==> config.mk <==
export PLATFORM = sky130hd
export DESIGN_NAME = sr_arq_receive_reorder_flat
export DESIGN_NICKNAME = d
export VERILOG_FILES = /design/src/sv/sra_pkg.sv /design/src/sv/sra_if.sv /design/src/sv/sra_cell.sv /design/src/sv/sr_arq_receive_reorder.sv /design/src/flat_wrapper.sv
export SDC_FILE = /design/constraint.sdc
export NUM_CORES = 2
export LEC_CHECK = 0
export BUFFER_PORTS_ARGS = -buffer_cell sky130_fd_sc_hd__buf_2
export CORE_UTILIZATION = 42
export DETAILED_ROUTE_END_ITERATION = 16
export GPL_ROUTABILITY_DRIVEN = 0
export PLACE_DENSITY = 0.58
export SLEW_MARGIN = 15
export SYNTH_ARGS = -nofsm -noshare
export SYNTH_HDL_FRONTEND = slang
export SYNTH_SLANG_ARGS = --single-unit
==> constraint.sdc <==
create_clock -name clk_i -period 25.9 [get_ports clk_i]
set_input_delay 3.885 -clock clk_i [delete_from_list [all_inputs] [get_ports clk_i]]
set_output_delay 3.885 -clock clk_i [all_outputs]
set_load 0.02 [all_outputs]
==> src/sv/sra_pkg.sv <==
// Types, constants and helpers shared by the reorder receiver
package sra_pkg;

  localparam int unsigned PAYLOAD_BYTES = 20;
  localparam logic [7:0]  ACK_FILL      = 8'h30;
  localparam logic [31:0] ACK_CHECK     = 32'(PAYLOAD_BYTES * 48);
  localparam logic [63:0] ACK_WORD64    = {8{ACK_FILL}};
  localparam logic [31:0] ACK_WORD32    = {4{ACK_FILL}};

  typedef struct packed {
    logic [31:0] w2;
    logic [63:0] w1;
    logic [63:0] w0;
  } payload_t;

  typedef struct packed {
    logic shift;
    logic load;
  } cell_ctrl_t;

  typedef enum logic [2:0] {
    ST_IDLE,
    ST_SUM,
    ST_CHECK,
    ST_ACK,
    ST_DELIV
  } st_e;

  // signed sum of the low n bytes of a word
  function automatic logic signed [12:0] byte_sum(input logic [63:0] w, input int unsigned n);
    logic signed [12:0] acc;
    acc = '0;
    for (int i = 0; i < 8; i++) begin
      if (i < n) begin
        acc = acc + 13'(signed'(w[8*i +: 8]));
      end
    end
    return acc;
  endfunction

endpackage

==> src/sv/sra_if.sv <==
// Valid/ready channels for received packets and for results
interface sra_in_if;
  logic               valid;
  logic               ready;
  logic signed [31:0] pkt_seq;
  logic signed [31:0] pkt_ack;
  logic signed [31:0] pkt_sum;
  logic [63:0]        payload_word0;
  logic [63:0]        payload_word1;
  logic [31:0]        payload_word2;

  modport source (
    output valid, pkt_seq, pkt_ack, pkt_sum, payload_word0, payload_word1, payload_word2,
    input  ready
  );
  modport sink (
    input  valid, pkt_seq, pkt_ack, pkt_sum, payload_word0, payload_word1, payload_word2,
    output ready
  );
endinterface

interface sra_out_if;
  logic               valid;
  logic               ready;
  logic               kind;
  logic               ack_bit;
  logic signed [31:0] ack_number;
  logic signed [31:0] ack_check;
  logic [63:0]        out_word0;
  logic [63:0]        out_word1;
  logic [31:0]        out_word2;
  logic [2:0]         delivered_seq;
  logic               last;

  modport source (
    output valid, kind, ack_bit, ack_number, ack_check, out_word0, out_word1, out_word2,
           delivered_seq, last,
    input  ready
  );
  modport sink (
    input  valid, kind, ack_bit, ack_number, ack_check, out_word0, out_word1, out_word2,
           delivered_seq, last,
    output ready
  );
endinterface

==> src/sv/sra_cell.sv <==
// One receive-window slot: filled flag and stored payload, shifts towards slot zero
module sra_cell import sra_pkg::*; (
  input  logic       clk_i,
  input  logic       rst_ni,
  input  cell_ctrl_t ctrl_i,
  input  logic       nb_filled_i,
  input  payload_t   nb_payload_i,
  input  payload_t   wr_payload_i,
  output logic       filled_o,
  output payload_t   payload_o
);

  logic     filled_q, filled_d;
  payload_t payload_q, payload_d;

  always_comb begin
    filled_d  = filled_q;
    payload_d = payload_q;
    if (ctrl_i.shift) begin
      filled_d  = nb_filled_i;
      payload_d = nb_payload_i;
    end else if (ctrl_i.load) begin
      filled_d  = 1'b1;
      payload_d = wr_payload_i;
    end
  end

  always_ff @(posedge clk_i or negedge rst_ni) begin
    if (!rst_ni) begin
      filled_q <= 1'b0;
    end else begin
      filled_q <= filled_d;
    end
  end

  always_ff @(posedge clk_i) begin
    payload_q <= payload_d;
  end

  assign filled_o  = filled_q;
  assign payload_o = payload_q;

endmodule

==> src/sv/sr_arq_receive_reorder.sv <==
// Selective-repeat receiver with in-order reorder window (top level)
// A packet is taken when the block is idle. It is captured, its payload bytes
// are summed, it is checked and stored, and then its results leave one per
// cycle through the single output register while the output is not stalled:
// one ACK, then each in-order delivery (0..RECV_WINDOW of them). The window is a
// row of RECV_WINDOW slot cells that shifts by one on each delivery.
module sr_arq_receive_reorder import sra_pkg::*; #(
  parameter int unsigned SEQ_SPACE   = 7,
  parameter int unsigned RECV_WINDOW = 6
) (
  input  logic      clk_i,
  input  logic      rst_ni,
  sra_in_if.sink    pkt_i,
  sra_out_if.source res_o
);

  localparam int unsigned BASE_W = $clog2(SEQ_SPACE);

  st_e state_q, state_d;

  logic signed [31:0] seq_q, ack_q, sum_q;
  payload_t           pay_q;
  logic signed [12:0] psum0_q, psum1_q, psum2_q;

  logic [BASE_W-1:0] base_q, base_d;
  logic              toggle_q;

  logic              out_valid_q;
  logic              out_kind_q, out_bit_q, out_last_q;
  logic [31:0]       out_num_q, out_chk_q;
  payload_t          out_pay_q;
  logic [2:0]        out_dseq_q;

  logic              out_free;
  logic              in_take, do_sum, store_en, ack_load, dlv_load;

  logic signed [12:0] psum_all;
  logic [31:0]        calc;
  logic               seq_ok;
  logic [BASE_W:0]    diff;
  logic [BASE_W-1:0]  rel;

  logic     filled_w [RECV_WINDOW+1];
  payload_t payload_w[RECV_WINDOW+1];

  assign out_free = !out_valid_q || res_o.ready;

  // checksum and window position
  assign psum_all = psum0_q + psum1_q + psum2_q;
  assign calc     = seq_q + ack_q + {{19{psum_all[12]}}, psum_all};
  assign seq_ok   = (calc == sum_q) && ($unsigned(seq_q) < SEQ_SPACE);
  assign diff     = {1'b0, seq_q[BASE_W-1:0]} - {1'b0, base_q};
  assign rel      = diff[BASE_W] ? BASE_W'(diff + (BASE_W+1)'(SEQ_SPACE)) : diff[BASE_W-1:0];

  // next state
  always_comb begin
    state_d = state_q;
    case (state_q)
      ST_IDLE:  if (pkt_i.valid) state_d = ST_SUM;
      ST_SUM:   state_d = ST_CHECK;
      ST_CHECK: state_d = ST_ACK;
      ST_ACK: begin
        if (out_free) state_d = filled_w[0] ? ST_DELIV : ST_IDLE;
      end
      ST_DELIV: begin
        if (out_free && !filled_w[1]) state_d = ST_IDLE;
      end
      default:  state_d = ST_IDLE;
    endcase
  end

  // control outputs
  always_comb begin
    in_take  = 1'b0;
    do_sum   = 1'b0;
    store_en = 1'b0;
    ack_load = 1'b0;
    dlv_load = 1'b0;
    case (state_q)
      ST_IDLE:  in_take  = pkt_i.valid;
      ST_SUM:   do_sum   = 1'b1;
      ST_CHECK: store_en = seq_ok;
      ST_ACK:   ack_load = out_free;
      ST_DELIV: dlv_load = out_free;
      default: ;
    endcase
  end

  assign pkt_i.ready = (state_q == ST_IDLE);

  assign base_d = dlv_load ? ((base_q == BASE_W'(SEQ_SPACE - 1)) ? '0 : base_q + 1'b1) : base_q;

  // slot cells
  assign filled_w[RECV_WINDOW]  = 1'b0;
  assign payload_w[RECV_WINDOW] = '0;

  for (genvar k = 0; k < RECV_WINDOW; k++) begin : g_cell
    cell_ctrl_t ctrl;
    assign ctrl.shift = dlv_load;
    assign ctrl.load  = store_en && (32'(rel) == 32'(k)) && !filled_w[k];

    sra_cell u_cell (
      .clk_i        (clk_i),
      .rst_ni       (rst_ni),
      .ctrl_i       (ctrl),
      .nb_filled_i  (filled_w[k+1]),
      .nb_payload_i (payload_w[k+1]),
      .wr_payload_i (pay_q),
      .filled_o     (filled_w[k]),
      .payload_o    (payload_w[k])
    );
  end

  always_ff @(posedge clk_i or negedge rst_ni) begin
    if (!rst_ni) begin
      state_q     <= ST_IDLE;
      base_q      <= '0;
      toggle_q    <= 1'b1;
      out_valid_q <= 1'b0;
    end else begin
      state_q <= state_d;
      base_q  <= base_d;
      if (ack_load) toggle_q <= !toggle_q;
      if (ack_load || dlv_load) begin
        out_valid_q <= 1'b1;
      end else if (res_o.ready) begin
        out_valid_q <= 1'b0;
      end
    end
  end

  always_ff @(posedge clk_i) begin
    if (in_take) begin
      seq_q    <= pkt_i.pkt_seq;
      ack_q    <= pkt_i.pkt_ack;
      sum_q    <= pkt_i.pkt_sum;
      pay_q.w0 <= pkt_i.payload_word0;
      pay_q.w1 <= pkt_i.payload_word1;
      pay_q.w2 <= pkt_i.payload_word2;
    end
    if (do_sum) begin
      psum0_q <= byte_sum(pay_q.w0, 8);
      psum1_q <= byte_sum(pay_q.w1, 8);
      psum2_q <= byte_sum({32'b0, pay_q.w2}, 4);
    end
    if (ack_load) begin
      out_kind_q <= 1'b0;
      out_bit_q  <= toggle_q;
      out_num_q  <= seq_q;
      out_chk_q  <= {31'b0, toggle_q} + seq_q + ACK_CHECK;
      out_pay_q  <= '{w2: ACK_WORD32, w1: ACK_WORD64, w0: ACK_WORD64};
      out_dseq_q <= '0;
      out_last_q <= !filled_w[0];
    end else if (dlv_load) begin
      out_kind_q <= 1'b1;
      out_bit_q  <= 1'b0;
      out_num_q  <= '0;
      out_chk_q  <= '0;
      out_pay_q  <= payload_w[0];
      out_dseq_q <= 3'(base_q);
      out_last_q <= !filled_w[1];
    end
  end

  assign res_o.valid         = out_valid_q;
  assign res_o.kind          = out_kind_q;
  assign res_o.ack_bit       = out_bit_q;
  assign res_o.ack_number    = out_num_q;
  assign res_o.ack_check     = out_chk_q;
  assign res_o.out_word0     = out_pay_q.w0;
  assign res_o.out_word1     = out_pay_q.w1;
  assign res_o.out_word2     = out_pay_q.w2;
  assign res_o.delivered_seq = out_dseq_q;
  assign res_o.last          = out_last_q;

endmodule

==> src/flat_wrapper.sv <==
// flat-port wrapper written by rule: the top's interface ports become plain ports
module sr_arq_receive_reorder_flat import sra_pkg::*;
#(
  parameter int unsigned SEQ_SPACE   = 7,
  parameter int unsigned RECV_WINDOW = 6
)
  (clk_i, rst_ni, pkt_i_valid, pkt_i_pkt_seq, pkt_i_pkt_ack, pkt_i_pkt_sum, pkt_i_payload_word0, pkt_i_payload_word1, pkt_i_payload_word2, pkt_i_ready, res_o_valid, res_o_kind, res_o_ack_bit, res_o_ack_number, res_o_ack_check, res_o_out_word0, res_o_out_word1, res_o_out_word2, res_o_delivered_seq, res_o_last, res_o_ready);
  sra_in_if pkt_i_i ();
  sra_out_if res_o_i ();
  input  logic clk_i;
  input  logic rst_ni;
  input wire logic [$bits(pkt_i_i.valid)-1:0] pkt_i_valid;
  input wire logic [$bits(pkt_i_i.pkt_seq)-1:0] pkt_i_pkt_seq;
  input wire logic [$bits(pkt_i_i.pkt_ack)-1:0] pkt_i_pkt_ack;
  input wire logic [$bits(pkt_i_i.pkt_sum)-1:0] pkt_i_pkt_sum;
  input wire logic [$bits(pkt_i_i.payload_word0)-1:0] pkt_i_payload_word0;
  input wire logic [$bits(pkt_i_i.payload_word1)-1:0] pkt_i_payload_word1;
  input wire logic [$bits(pkt_i_i.payload_word2)-1:0] pkt_i_payload_word2;
  output wire logic [$bits(pkt_i_i.ready)-1:0] pkt_i_ready;
  output wire logic [$bits(res_o_i.valid)-1:0] res_o_valid;
  output wire logic [$bits(res_o_i.kind)-1:0] res_o_kind;
  output wire logic [$bits(res_o_i.ack_bit)-1:0] res_o_ack_bit;
  output wire logic [$bits(res_o_i.ack_number)-1:0] res_o_ack_number;
  output wire logic [$bits(res_o_i.ack_check)-1:0] res_o_ack_check;
  output wire logic [$bits(res_o_i.out_word0)-1:0] res_o_out_word0;
  output wire logic [$bits(res_o_i.out_word1)-1:0] res_o_out_word1;
  output wire logic [$bits(res_o_i.out_word2)-1:0] res_o_out_word2;
  output wire logic [$bits(res_o_i.delivered_seq)-1:0] res_o_delivered_seq;
  output wire logic [$bits(res_o_i.last)-1:0] res_o_last;
  input wire logic [$bits(res_o_i.ready)-1:0] res_o_ready;
  assign pkt_i_i.valid = pkt_i_valid;
  assign pkt_i_i.pkt_seq = pkt_i_pkt_seq;
  assign pkt_i_i.pkt_ack = pkt_i_pkt_ack;
  assign pkt_i_i.pkt_sum = pkt_i_pkt_sum;
  assign pkt_i_i.payload_word0 = pkt_i_payload_word0;
  assign pkt_i_i.payload_word1 = pkt_i_payload_word1;
  assign pkt_i_i.payload_word2 = pkt_i_payload_word2;
  assign pkt_i_ready = pkt_i_i.ready;
  assign res_o_valid = res_o_i.valid;
  assign res_o_kind = res_o_i.kind;
  assign res_o_ack_bit = res_o_i.ack_bit;
  assign res_o_ack_number = res_o_i.ack_number;
  assign res_o_ack_check = res_o_i.ack_check;
  assign res_o_out_word0 = res_o_i.out_word0;
  assign res_o_out_word1 = res_o_i.out_word1;
  assign res_o_out_word2 = res_o_i.out_word2;
  assign res_o_delivered_seq = res_o_i.delivered_seq;
  assign res_o_last = res_o_i.last;
  assign res_o_i.ready = res_o_ready;
  sr_arq_receive_reorder #(.SEQ_SPACE(SEQ_SPACE), .RECV_WINDOW(RECV_WINDOW)) u_core (.clk_i(clk_i), .rst_ni(rst_ni), .pkt_i(pkt_i_i), .res_o(res_o_i));
endmodule
==> impl_results.md <==
- Status: completed
- Crit end category: flip-flop
- IO buf count: 491
- Synth Cell Area: between 0.06 and 0.07 sq mm
- DR iter-0 viols: 3,287
- Critical path buffers and inverters: 3
- Reg2reg start: u_core.psum2_q[2]
- F_max: roughly 0.10 GHz
- Total of max-cap violations: 0
- Root buffer cell: clkbuf_16
- Routed vias/inst: approximately 5.1
- Slew HR: between 20% and 30%
- Nets@finish: 7,151
- Tcrit/Tclk final: 37.7%
- Hold Vio Cnt, Final: 0
- Die area: between 0.15 and 0.2 sq mm
- Slowest-stage cell, CP: xnor2_4
- Hold buffer count at cts: 0
- R2R setup slack: 16,120 ps
- Post-synthesis sequential area ratio: 62.5%
- Die Y: roughly 400 um
- CP top delay family: compound AO/OA/AOI/OAI gates
- Starting Density: between 40% and 50%
- Clock Latency Late Sink: about 800 ps
- Clk pin slew, worst setup/hold paths: about 60 ps
- Main flop type after synthesis: edfxtp_1
- CP Max Fanout: 48
- Post-synth EDFFs: ~1,200
- Mapped Cells: 6,107
- Grt ovf: 0
- Fillers: approximately 14,000
- Min Clock Period, post-route: ~9800 ps
- Worst setup SP type: flip-flop
- CP Data Arrival Time: about 10,000 ps
- Placed cells: roughly 8,500
- Final non-filler cell total: around 9,000
- Net count after synthesis: 6,679
- Hold Path Stages: 2
- DRC errors left: 0
- Post-synthesis register bit count: 1,499
- Tot GR Track Use: roughly 22%
- Post-DP HPWL: around 120 mm
- H-tree depth: 4
- CTS buffer count: 164
- Post-CTS Setup Bufs: 0
- Initial antenna violation count: 3
- Synthesized area per cell: roughly 11 sq um
- Layout Area Growth over Synthesis: 14.9%
- Width of the die: about 400 um
- Hold Path Sink: u_core.res_o.out_word0[52]
- Synth warnings: 0
- Post-Route WL: 176 mm
- Largest net degree at the start of global routing: around 180
- Clock Tree Buf Depth: 3
- Worst min-delay path category: reg -> reg
- First-pass GRT wire length: roughly 270 mm
- Max Slew Vio Count: 0
- Slew @ Worst Pin: about 1100 ps
- Layout Skew: about 33 ps
- CTS tree: yes
- Max incr delay on CP: roughly 800 ps
- Vias: 45,000
- Hold_ws: 449 ps
- Data required, critical path: around 26,000 ps
- Clock sink count: 1,499
- Core region area: 0.157 sq mm
- Endpoints failing setup: 0
- Unrepaired setup endpoints after global routing: no
- Share of layout cells above drive strength 1: between 10 and 15%
- Critical path, cell by cell: fa_1 > ha_1 > a21o_1 > a21oi_2 > o21bai_1 > or3_1 > a41o_1 > o41a_1 > xnor2_4 > fa_1 > inv_1 > ha_1 > a21oi_1 > o21ai_0 > a221oi_2 > o21ai_0 > mux2i_1 > a311o_1 > nor4_1 > and4_1 > nand4_1 > nand2_4 > buf_4 > buf_4
- Vias in the first global route: between 40,000 and 50,000
- # resized after CTS: 0
- Drt pass-1 iters: 6
- Post-route ant nets: 0
- Setup_tns: 0 ps
- Reg2Reg Depth: 24
- Netlist cell types: 81
- Hold_sp: u_core.g_cell[0].u_cell.payload_o[52]
- Number of rows in the core area: about 150
- Wirelength per Cell: ~20 um
- Worst reg2reg path endpoint: u_core.g_cell[2].u_cell.payload_o[78]
- Asr flop ratio synth: 0.934%
- CP Class: reg -> reg
- IO Count: between 400 and 500
cell usage after synthesis (66+ instances only):
| cell type | instances | area (sq um) |
|---|---|---|
| xnor2_1 | 216 | 1890 |
| nand3_1 | 71 | 355 |
| mux2i_1 | 168 | 1680 |
| nand2_1 | 2327 | 8730 |
| a21oi_1 | 234 | 1170 |
| edfxtp_1 | 1161 | 34900 |
| ha_1 | 249 | 3120 |
| inv_1 | 210 | 788 |
| clkbuf_1 | 178 | 668 |
| o21ai_0 | 83 | 415 |
| a21o_1 | 66 | 495 |
| dfxtp_1 | 324 | 6490 |
| nor2_1 | 236 | 886 |
state kept, by name, indices dropped and copies added (netlist names), 32 cells and up:
| register | cells |
|---|---|
| u_core.res_o.out_word1 | 64 |
| u_core.ack_q | 32 |
| u_core.sum_q | 32 |
| u_core.pay_q | 160 |
| u_core.g_cell.u_cell.payload_o | 960 |
| u_core.res_o.ack_number | 32 |
| u_core.res_o.out_word2 | 32 |
| u_core.seq_q | 32 |
| u_core.res_o.out_word0 | 64 |
| u_core.res_o.ack_check | 32 |
how the worst max path moves through the flow:
stage	startpoint	end	slack (ps)	cells past startpoint
final	u_core.psum2_q[2]	u_core.g_cell[2].u_cell.payload_o[78]	16120	24
after global routing	u_core.psum2_q[2]	u_core.g_cell[2].u_cell.payload_o[74]	15470	24
after CTS	u_core.psum2_q[2]	u_core.g_cell[2].u_cell.payload_o[74]	16100	24
after detailed placement	u_core.psum2_q[2]	u_core.g_cell[2].u_cell.payload_o[82]	16140	24
after global placement	u_core.psum2_q[2]	u_core.g_cell[2].u_cell.payload_o[72]	16190	24
after floorplan	u_core.psum2_q[2]	u_core.g_cell[4].u_cell.payload_o[0]	7300	24
layout make-up:
class	instances	area (sq um)	share of cell area (%)
clock buffers	233	4720	6.16
inverters	211	792	1.03
repair buffers	532	2790	3.64
well taps	2058	2570	3.36
clock inverters	74	673	0.878
flip-flops and latches	1499	41700	54.4
diodes	1	2.50	0.00326
multi-input cells	4171	23400	30.6
cell usage in the layout, fill, tap and decap left out, types with 9 or more instances in the layout:
master and n:
clkinv_1 13, nor2b_1 40, o21ai_0 82, nor4_1 22, edfxtp_1 1161, clkbuf_8 21, mux2i_1 168, a21o_1 66
nor3_1 55, o21bai_1 14, ha_1 249, or2_2 15, or3_1 9, a21oi_1 234, buf_2 491, xor2_1 45
o21a_1 48, dfrtp_1 13, and2_1 9, o41ai_1 19, nand3_1 69, xnor2_1 216, buf_4 38, and3_1 11
clkinv_2 31, clkbuf_16 171, dfxtp_1 324, a21boi_0 11, nand2_1 2323, nand2b_1 23, clkbuf_1 41, fa_1 63
nand4_1 26, nor2_1 236, a31oi_1 11, inv_1 209
cells by family after synthesis:
logic type,share of synthesized area (%)
AO/OA/AOI/OAI,5.19
XOR/XNOR,3.48
adder cells (fa/ha/maj),6.56
buffers and inverters,2.62
flip-flops,62.5
multiplexers,2.57
AND/OR/NAND/NOR,17.1
worst register-to-register path, cell delays in order, from the launching register on:
cell and delay (ps):
edfxtp_1 390, fa_1 540, ha_1 310, a21o_1 170
a21oi_2 160, o21bai_1 90, or3_1 340, a41o_1 270
o41a_1 390, xnor2_4 800, fa_1 580, inv_1 70
ha_1 330, a21oi_1 550, o21ai_0 330, a221oi_2 370
o21ai_0 200, mux2i_1 190, a311o_1 350, nor4_1 260
and4_1 450, nand4_1 210, nand2_4 570, buf_4 650
buf_4 760
through the flow:
step,instance area [sq um],utilization (%),worst slack (ps)
floorplan,66800,-,7300
global placement,71300,45.4,16190
detailed placement,71300,45.4,16140
CTS,76700,48.9,16100
global route,76700,48.9,15470
finish,76700,48.9,16120
routing by layer:
metal	routed length, um	part of all wire, %	vias up	global-route usage [%]
met5	8	0.0045	-	0
met4	6250	3.5	2	8.18
met3	8370	4.8	284	3.38
met2	83000	47	1145	35.8
met1	78500	45	21800	28.8
li1	-	-	21700	-
Power is left out: the tool's default activity adds up to more than one toggle a clock period on the data nets, which glitch-free logic cannot reach.
